--- config.mk ---
export PLATFORM = sky130hd
export DESIGN_NAME = priority_round_robin_telemetry_scheduler_top
export DESIGN_NICKNAME = d
export VERILOG_FILES = /design/src/rtl/prts_pkg.sv /design/src/rtl/prts_due_unit.sv /design/src/rtl/priority_round_robin_telemetry_scheduler_top.sv
export SDC_FILE = /design/constraint.sdc
export NUM_CORES = 1
export LEC_CHECK = 0
export ABC_AREA = 1
export BUFFER_PORTS_ARGS = -buffer_cell sky130_fd_sc_hd__buf_4
export CAP_MARGIN = 25
export CORE_MARGIN = 5
export CORE_UTILIZATION = 55
export CTS_CLUSTER_DIAMETER = 40
export DETAILED_ROUTE_END_ITERATION = 10
export PLACE_DENSITY = 0.76
export SYNTH_ARGS = -nofsm -noshare
export SYNTH_HDL_FRONTEND = slang
export SYNTH_SLANG_ARGS = --single-unit
export TNS_END_PERCENT = 10
--- constraint.sdc ---
create_clock -name clk -period 4.5 [get_ports clk]
set_input_delay 0.45 -clock clk [delete_from_list [all_inputs] [get_ports clk]]
set_output_delay 0.45 -clock clk [all_outputs]
set_load 0.02 [all_outputs]
--- src/rtl/prts_pkg.sv ---
// Shared constants, command codes and a helper function of the telemetry scheduler.
package prts_pkg;

  localparam int NUM_LEVELS_DEF   = 5;
  localparam int NUM_MESSAGES_DEF = 9;
  localparam int MAX_LEVELS       = 8;
  localparam int MAX_MESSAGES     = 16;
  localparam int CONFIG_COUNT     = 5;

  localparam int CMD_W      = 2;
  localparam int MSG_ID_W   = 4;
  localparam int LEVEL_W    = 3;
  localparam int TIME_W     = 32;
  localparam int SPACE_W    = 16;
  localparam int INTERVAL_W = 16;
  localparam int CFG_IDX_W  = 3;

  localparam logic [SPACE_W-1:0] SPACE_WIFI = 16'd20;
  localparam logic [SPACE_W-1:0] SPACE_USB  = 16'd60;
  localparam int INTERVAL_RATIO = 5;

  localparam logic [CMD_W-1:0] CMD_TICK        = 2'd0;
  localparam logic [CMD_W-1:0] CMD_SUBSCRIBE   = 2'd1;
  localparam logic [CMD_W-1:0] CMD_UNSUBSCRIBE = 2'd2;

  typedef logic [INTERVAL_W-1:0] interval_t;
  typedef logic [TIME_W-1:0]     time_t;

  // Reset interval of a level: the ratio raised to the level, saturated to 16 bits.
  function automatic interval_t reset_interval(input int lvl);
    int v;
    v = 1;
    for (int i = 0; i < MAX_LEVELS; i++) begin
      if (i < lvl) begin
        v = v * INTERVAL_RATIO;
        if (v > 65535) begin
          v = 65535;
        end
      end
    end
    return interval_t'(v);
  endfunction

endpackage

--- src/rtl/prts_due_unit.sv ---
// Shared elapsed-time unit: decides whether the level under scan is due to send.
module prts_due_unit (
  input  logic                   mask_any,
  input  prts_pkg::time_t        time_now,
  input  prts_pkg::time_t        last_time,
  input  prts_pkg::interval_t    interval,
  output logic                   due
);

  prts_pkg::time_t elapsed;

  // The difference wraps modulo 2^32, as the tick counter does.
  assign elapsed = time_now - last_time;
  assign due     = mask_any && (elapsed > {{(prts_pkg::TIME_W - prts_pkg::INTERVAL_W){1'b0}},
                                           interval});

endmodule

--- src/rtl/priority_round_robin_telemetry_scheduler_top.sv ---
// Top level of the strict-priority, round-robin telemetry scheduler.
//
// Every input transfer yields exactly one result transfer. Subscribe, unsubscribe, the unused
// command and a tick without room finish in the accepting cycle and present their result on
// the next one. A tick with room walks the levels one per cycle through a single shared
// elapsed-time comparator, then steps the round-robin pointer of the chosen level one
// message per cycle; the block takes the next item in the cycle after the result transfer.
// The configuration port never stalls, but an interval register must only be written
// while no item is in flight.
module priority_round_robin_telemetry_scheduler_top #(
  parameter int NUM_LEVELS   = prts_pkg::NUM_LEVELS_DEF,
  parameter int NUM_MESSAGES = prts_pkg::NUM_MESSAGES_DEF
) (
  input  logic                            clk,
  input  logic                            rst_n,

  input  logic                            in_valid,
  output logic                            in_stall,
  input  logic [prts_pkg::CMD_W-1:0]      in_command,
  input  logic [prts_pkg::MSG_ID_W-1:0]   in_message_id,
  input  logic [prts_pkg::LEVEL_W-1:0]    in_level,
  input  logic [prts_pkg::TIME_W-1:0]     in_time_now,
  input  logic                            in_via_wifi,
  input  logic [prts_pkg::SPACE_W-1:0]    in_free_space,

  output logic                            out_valid,
  input  logic                            out_stall,
  output logic                            out_send_valid,
  output logic [prts_pkg::MSG_ID_W-1:0]   out_send_message,
  output logic [prts_pkg::LEVEL_W-1:0]    out_send_level,
  output logic                            out_accepted,

  input  logic                            cfg_valid,
  output logic                            cfg_ready,
  input  logic [prts_pkg::CFG_IDX_W-1:0]  cfg_index,
  input  logic [prts_pkg::INTERVAL_W-1:0] cfg_data
);

  localparam int LVL_W = (NUM_LEVELS > 1) ? $clog2(NUM_LEVELS) : 1;
  localparam int MSG_W = (NUM_MESSAGES > 1) ? $clog2(NUM_MESSAGES) : 1;

  localparam logic [1:0] ST_IDLE = 2'd0;
  localparam logic [1:0] ST_SCAN = 2'd1;
  localparam logic [1:0] ST_PICK = 2'd2;
  localparam logic [1:0] ST_OUT  = 2'd3;

  logic [1:0] state_r, state_nxt;

  logic [NUM_MESSAGES-1:0] mask_r      [NUM_LEVELS];
  prts_pkg::time_t         last_time_r [NUM_LEVELS];
  logic [MSG_W-1:0]        last_msg_r  [NUM_LEVELS];
  prts_pkg::interval_t     interval_r  [NUM_LEVELS];

  prts_pkg::time_t  time_r;
  logic [LVL_W-1:0] lvl_r, lvl_nxt;
  logic [MSG_W-1:0] ptr_r, ptr_nxt;

  logic                          res_send_r, res_send_nxt;
  logic [prts_pkg::MSG_ID_W-1:0] res_msg_r, res_msg_nxt;
  logic [prts_pkg::LEVEL_W-1:0]  res_lvl_r, res_lvl_nxt;
  logic                          res_acc_r, res_acc_nxt;

  logic in_take;
  logic space_ok;
  logic msg_ok;
  logic lvl_ok;
  logic do_sub;
  logic do_unsub;
  logic due;
  logic hit;
  logic [MSG_W-1:0] ptr_next_last;
  logic [MSG_W-1:0] ptr_next_cur;

  assign in_stall  = (state_r != ST_IDLE);
  assign in_take   = in_valid && !in_stall;
  assign cfg_ready = 1'b1;

  assign out_valid        = (state_r == ST_OUT);
  assign out_send_valid   = res_send_r;
  assign out_send_message = res_msg_r;
  assign out_send_level   = res_lvl_r;
  assign out_accepted     = res_acc_r;

  assign space_ok = in_via_wifi ? (in_free_space > prts_pkg::SPACE_WIFI)
                                : (in_free_space > prts_pkg::SPACE_USB);
  assign msg_ok   = ({1'b0, in_message_id} < (prts_pkg::MSG_ID_W + 1)'(NUM_MESSAGES));
  assign lvl_ok   = ({1'b0, in_level} < (prts_pkg::LEVEL_W + 1)'(NUM_LEVELS));
  assign do_sub   = in_take && (in_command == prts_pkg::CMD_SUBSCRIBE) && msg_ok && lvl_ok;
  assign do_unsub = in_take && (in_command == prts_pkg::CMD_UNSUBSCRIBE) && msg_ok;

  prts_due_unit u_due (
    .mask_any  (|mask_r[lvl_r]),
    .time_now  (time_r),
    .last_time (last_time_r[lvl_r]),
    .interval  (interval_r[lvl_r]),
    .due       (due)
  );

  assign ptr_next_last = (last_msg_r[lvl_r] == MSG_W'(NUM_MESSAGES - 1)) ? '0
                                                                           : last_msg_r[lvl_r] + 1'b1;
  assign ptr_next_cur  = (ptr_r == MSG_W'(NUM_MESSAGES - 1)) ? '0 : ptr_r + 1'b1;
  assign hit           = (state_r == ST_PICK) && mask_r[lvl_r][ptr_r];

  always_comb begin
    state_nxt    = state_r;
    lvl_nxt      = lvl_r;
    ptr_nxt      = ptr_r;
    res_send_nxt = res_send_r;
    res_msg_nxt  = res_msg_r;
    res_lvl_nxt  = res_lvl_r;
    res_acc_nxt  = res_acc_r;
    case (state_r)
      ST_IDLE: begin
        if (in_take) begin
          res_send_nxt = 1'b0;
          res_msg_nxt  = '0;
          res_lvl_nxt  = '0;
          res_acc_nxt  = do_sub || do_unsub;
          lvl_nxt      = '0;
          if ((in_command == prts_pkg::CMD_TICK) && space_ok) begin
            state_nxt = ST_SCAN;
          end else begin
            state_nxt = ST_OUT;
          end
        end
      end
      ST_SCAN: begin
        if (due) begin
          ptr_nxt   = ptr_next_last;
          state_nxt = ST_PICK;
        end else if (lvl_r == LVL_W'(NUM_LEVELS - 1)) begin
          state_nxt = ST_OUT;
        end else begin
          lvl_nxt = lvl_r + 1'b1;
        end
      end
      ST_PICK: begin
        if (hit) begin
          res_send_nxt = 1'b1;
          res_msg_nxt  = prts_pkg::MSG_ID_W'(ptr_r);
          res_lvl_nxt  = prts_pkg::LEVEL_W'(lvl_r);
          state_nxt    = ST_OUT;
        end else begin
          ptr_nxt = ptr_next_cur;
        end
      end
      ST_OUT: begin
        if (!out_stall) begin
          state_nxt = ST_IDLE;
        end
      end
      default: begin
        state_nxt = ST_IDLE;
      end
    endcase
  end

  always_ff @(posedge clk) begin
    if (!rst_n) begin
      state_r <= ST_IDLE;
    end else begin
      state_r <= state_nxt;
    end
  end

  always_ff @(posedge clk) begin
    lvl_r      <= lvl_nxt;
    ptr_r      <= ptr_nxt;
    res_send_r <= res_send_nxt;
    res_msg_r  <= res_msg_nxt;
    res_lvl_r  <= res_lvl_nxt;
    res_acc_r  <= res_acc_nxt;
    if (in_take) begin
      time_r <= in_time_now;
    end
  end

  always_ff @(posedge clk) begin
    if (!rst_n) begin
      for (int i = 0; i < NUM_LEVELS; i++) begin
        mask_r[i]      <= '0;
        last_time_r[i] <= '0;
        last_msg_r[i]  <= '0;
        interval_r[i]  <= prts_pkg::reset_interval(i);
      end
    end else begin
      for (int i = 0; i < NUM_LEVELS; i++) begin
        for (int j = 0; j < NUM_MESSAGES; j++) begin
          if ((do_sub || do_unsub) && (in_message_id == prts_pkg::MSG_ID_W'(j))) begin
            mask_r[i][j] <= do_sub && (in_level == prts_pkg::LEVEL_W'(i));
          end
        end
        if (hit && (lvl_r == LVL_W'(i))) begin
          last_time_r[i] <= time_r;
          last_msg_r[i]  <= ptr_r;
        end
        if (cfg_valid && cfg_ready && (i < prts_pkg::CONFIG_COUNT) &&
            (cfg_index == prts_pkg::CFG_IDX_W'(i))) begin
          interval_r[i] <= cfg_data;
        end
      end
    end
  end

endmodule

* After elaboration in Yosys (flattened, before gate mapping) *
Memories as Yosys holds them, arrays and structs flattened. A register that Yosys moved wholly into a read port is not among the register bits.
Cells that the tools add are included.

operators by class
  reduce and logical (&&, ||, !) cells = 51
  $add $sub $neg = 4
  $mul = 3
  shifts and indexed selects = 0
  equal/unequal tests = 35
  magnitude comparators = 9
  multiplexer cells = 156
  divide/modulo/power cells = 0
  bitwise gates (word level) = 60

operators with widths
  kind                                                                                number
  32-bit 2-to-1 mux                                                                   10
  16-bit 2-to-1 mux                                                                   7
  1-bit 2-to-1 mux                                                                    107
  32-bit by 17-bit greater-than comparator with 1-bit output (second input constant)  3
  32-bit by 4-bit multiplier with 32-bit output (second input constant)               3
  1-bit bitwise OR                                                                    60
  4-bit 2-to-1 mux                                                                    11
  1-bit logical AND                                                                   33
  32-bit by 16-bit greater-than comparator with 1-bit output                          1
  32-bit subtractor                                                                   1
  3-bit 2-to-1 mux                                                                    8
  3-bit by 2-bit equality test with 1-bit output (second input constant)              6
  4-bit by 3-bit equality test with 1-bit output (second input constant)              4
  16-bit by 5-bit greater-than comparator with 1-bit output (second input constant)   1
  16-bit by 6-bit greater-than comparator with 1-bit output (second input constant)   1
  4-bit case mux with 2 select lines                                                  2
  2-bit inequality test (second input constant)                                       7
  4-bit equality test (second input constant)                                         3
  2-bit 2-to-1 mux                                                                    6
  3-bit case mux with 2 select lines                                                  2
  3-bit by 1-bit equality test with 1-bit output (second input constant)              3
  3-bit equality test (second input constant)                                         3
  3-bit zero test                                                                     3
  9-bit OR reduction                                                                  1
  other kinds (21)                                                                    32

word-level totals
  logic and storage cells = 330
  memories = 4
  register bits after elaboration = 50
  input bits = 82
  RAM bits = 305
  output and inout port bits = 12
  bits in latches = 0
  bits in read-only memories = 0

memory list
  name         depth  width  rd ports  clocked after Yosys merged registers in  write ports  RTL line                                            source
  last_time_r  5      32     1         1                                        5            priority_round_robin_telemetry_scheduler_top.sv:50  prts_pkg::time_t last_time_r [NUM_LEVELS];
  interval_r   5      16     1         1                                        5            priority_round_robin_telemetry_scheduler_top.sv:52  prts_pkg::interval_t interval_r [NUM_LEVELS];
  mask_r       5      9      1         1                                        5            priority_round_robin_telemetry_scheduler_top.sv:49  logic [NUM_MESSAGES-1:0] mask_r [NUM_LEVELS];
  last_msg_r   5      4      1         1                                        5            priority_round_robin_telemetry_scheduler_top.sv:51  logic [MSG_W-1:0] last_msg_r [NUM_LEVELS];

* Longest topological paths before layout *
  depth in word-level cells = 14
  gate-level depth with buffers = 38
  mapped depth without buffers = 35

* Modules after synthesis *
Synthesis repeated with hierarchy kept, for this count alone.

unflattened totals
  cells, all modules = 1936
  area, all modules = 18059.8 um2

modules (own cells, without submodules)
  module                                        area an instance (um2)  instances  cells each  seq. area each (um2)
  priority_round_robin_telemetry_scheduler_top  14983.1                 1          1303        10700.3
  prts_due_unit                                 3076.7                  1          633         0.0

* Worst setup path after synthesis *
No wires, ideal clock.

  path type = register to register
  start = register (tool-made name)
  end = register ptr_r[0], enable pin
  required time = 4.153 ns
  stages on the path, launching flop included = 34
  path buffers = 4
  data arrival time = 4.139 ns
  period minus slack after synthesis = 4.486 ns
  setup slack = 0.014 ns
  setup time = 0.347 ns
  path through = dfxtp_1 inv_2 buf_2 clkbuf_1 clkbuf_1 clkbuf_1 nor2_1 o22ai_1 mux2i_1 ha_1 nand2_1 nand2_1 inv_1 nand2_1 nand2_1 nand2_1 nand2_1 nand2_1 xor2_1 ha_1 nand2_1 nor2_1 nand2_1 nor2_1 nand2_1 nand3_1 o21ai_0 nand2_1 nor2_1 nand2_1 nor2_1 nand2_1 nand2_1 a22oi_1

RTL lines
  element                 RTL line                                             source
  end signal: assignment  priority_round_robin_telemetry_scheduler_top.sv:168  ptr_r <= ptr_nxt;
  end: declaration        priority_round_robin_telemetry_scheduler_top.sv:56   logic [MSG_W-1:0] ptr_r, ptr_nxt;

==> summary.txt <==
Status = finished clean
Total track usage = 0.230
Power Dens Cells = 699 nW/um^2
Rel. slew slack = 0.398
Total power = 14.4 mW
Syn nets = 1919
Sequential share of the synthesized area = 0.606
Final GP Congestion = 0.945
CP Launch Type = flop
I/O Pins = 94
WP data arrival = 4380 ps
Die area = 35800 sq um
Nets = 2037
Largest net degree at the start of global routing = 61
CTS H-tree lvls = 2
Critical R2R Capture = lvl_r[1]
Antenna-violating nets left = 0
Total gr overflow = 0
Worst setup EP type = flop
Final Max Slew Viols = 0
DP Area = 18900 sq um
Final setup violation count = 0
CTS tree = done
Fin crit period = 4120 ps
Metal-1 WL = 17700 um
Vias per cell = 5.45
Hold Vio Cnt, Final = 0
Critical path endpoint = lvl_r[1]
First-pass GRT wire length = 65900 um
Met3 wire len = 2500 um
# clock sinks = 358
Share of layout cells above drive strength 1 = 0.134
Residual DRC count = 0
HPWL after DPL = 27500 um
Worst hold path cell count = 1
Worst-Skew Late Latency = 550 ps
Critical Path RT = 4760 ps
Synth warn = 0
Worst vdd ir = 0.371 mV
Max Clock Skew = 18.0 ps
Worst Hold Class = in -> reg
Post-Route WL = 41500 um
Max Buffers Root-to-Sink = 3
Final setup margin = 380 ps
Syn-to-layout area delta = 16.4%
Critical path type = reg -> reg
Core area = 31600 sq um
Die width = 189 um
Rows = 65
Hold_buf cts = 0
Path depth of the worst reg2reg path = 27
Slew @ Worst Pin = 901 ps
Die span in y = 189 um
Max-cap viol count = 0
Dpl cells = 2242
Highest Signal Layer = met4
Initial Utilization = 0.558
Root buffer cell = clkbuf_16
Ant diodes = 0
Pleak = 9.04 nW
Avg Cell Area, Syn = 9.95 sq um
Port bufs = 92
Drt first-iter violations = 1005
Hold_ws = 70.1 ps
Fmax = 243 MHz
Initial antenna violation count = 0
Tcrit/Tclk final = 0.916
Finished Layout Cells = 2330
Flop2flop setup slack = 380 ps
Placement Setup Slack = 206 ps
Vias in the first global route = 12918
#FFs+latches synth = 358
DR pass1 iterations = 5
Wire per inst = 17.8 um
Mapped Area = 17600 sq um
Fin area = 20500 sq um
WL met2 = 20200 um
CP max FO = 34
Synth unique cells = 45
Clock transition at path regs = 60 ps
Vias = 12694
Mapped Cells = 1774
CTS Buf Count = 47
## synthesized netlist by cell type, drive strengths merged
| cell | count | area [sq um] |
|---|---|---|
| xnor2 | 3 | 26.3 |
| a31oi | 5 | 31.3 |
| o21a | 1 | 7.51 |
| a2111o | 1 | 11.3 |
| and2 | 4 | 25.0 |
| clkbuf | 40 | 150 |
| dfxtp | 5 | 100 |
| a31o | 1 | 8.76 |
| or2 | 4 | 25.0 |
| inv | 243 | 912 |
| o221ai | 1 | 8.76 |
| ha | 62 | 776 |
| a32o | 1 | 10.0 |
| o211ai | 6 | 45.0 |
| nand3b | 3 | 22.5 |
| nand4 | 19 | 119 |
| o31ai | 1 | 12.5 |
| fa | 1 | 20.0 |
| nor3 | 4 | 20.0 |
| a22oi | 1 | 7.51 |
| o21bai | 2 | 15.0 |
| a21oi | 31 | 155 |
| xor2 | 15 | 131 |
| conb | 1 | 3.75 |
| a211oi | 1 | 7.51 |
| and3 | 1 | 6.26 |
| o22ai | 51 | 319 |
| nand3 | 57 | 298 |
| o41ai | 1 | 8.76 |
| nor2 | 246 | 928 |
| mux2i | 45 | 450 |
| edfxtp | 353 | 10600 |
| nand2 | 400 | 1530 |
| buf | 21 | 135 |
| o21ai | 141 | 709 |
| nor4 | 2 | 12.5 |
## how the worst min path moves through the flow
stage                     slack [ps]    endpoint      startpoint
after global routing              50   time_r[3]  in_time_now[3]
final                             70   time_r[2]  in_time_now[2]
after detailed placement         570  state_r[0]      state_r[0]
after floorplan                  520  state_r[0]      state_r[0]
after global placement           550  state_r[0]      state_r[0]
after CTS                         50   time_r[2]  in_time_now[2]
## stage by stage
step                utilization  TNS (ps)
floorplan                     -         0
global placement          0.597         0
detailed placement        0.597         0
CTS                       0.646         0
global route              0.649     -19.8
finish                    0.649         0
## area by class of cell
type                    instances  area, sq um
clock buffers                  51         1190
clock inverters                34          360
fillers                      2479        11100
inverters                     243          917
multi-input cells            1112         5820
flip-flops and latches        358        10700
well taps                     402          503
repair buffers                130         1040
## timing repair
action                     4_1_cts  5_1_grt
resized for setup                0       24
buffers inserted                 0        2
setup endpoints to repair        0       12
## metal layers
layer	vias up	track usage
met2	397	0.390
li1	6216	-
met3	76	0.0415
met4	0	0.0743
met1	6005	0.304
met5	-	0
## cell families after synthesis
family,after synthesis,share of synthesized area
other,1,0.000212
flip-flops,358,0.606
XOR/XNOR,18,0.00893
multiplexers,45,0.0255
adder cells (fa/ha/maj),63,0.0451
AO/OA/AOI/OAI,245,0.0769
buffers and inverters,304,0.0678
AND/OR/NAND/NOR,740,0.169
## worst max-delay path: stages (launching register included)
cell,delay (ps)
dfxtp_4,390
buf_12,200
o21ai_0,120
o22ai_1,180
mux2i_1,110
ha_1,390
nand2_1,140
nor2_2,200
and2_1,160
nand2_1,50
nand2_1,90
xor2_1,180
ha_1,260
nand2_1,100
nor2_2,50
nand2_1,90
inv_1,50
nand2_1,60
nand3_1,70
o21ai_1,160
nand2_1,70
nor2_1,120
nand2_1,60
nor2_1,80
nand2_1,110
nand3_1,120
nand3_2,100
inv_2,120
## flip-flops by register name (all words and copies together) (netlist names), named ones only
| register | flops |
|---|---|
| last_time_r | 160 |
| interval_r | 80 |
| time_r | 32 |
| mask_r | 45 |
| out_send_valid | 1 |
| ptr_r | 4 |
| lvl_r | 3 |
| out_send_level | 3 |
| last_msg_r | 20 |
| out_send_message | 4 |
| state_r | 2 |
| out_accepted | 1 |
## where the power goes
part	internal (mW)	switching, mW	leakage (nW)
combinational	2.29	4.09	4.70
sequential	4.16	0.213	3.61
clock	2.14	1.47	0.736
total	8.58	5.78	9.04
## cells in the final DEF, fill, tap and decap left out, types with 45 or more instances in the layout
cell	n
nand3_1	53
buf_4	124
nor2_1	240
o21ai_0	132
clkbuf_16	48
ha_1	60
mux2i_1	45
edfxtp_1	353
nand2_1	386
o22ai_1	51
inv_1	233
No activity file was read; power rests on OpenSTA's default activity.
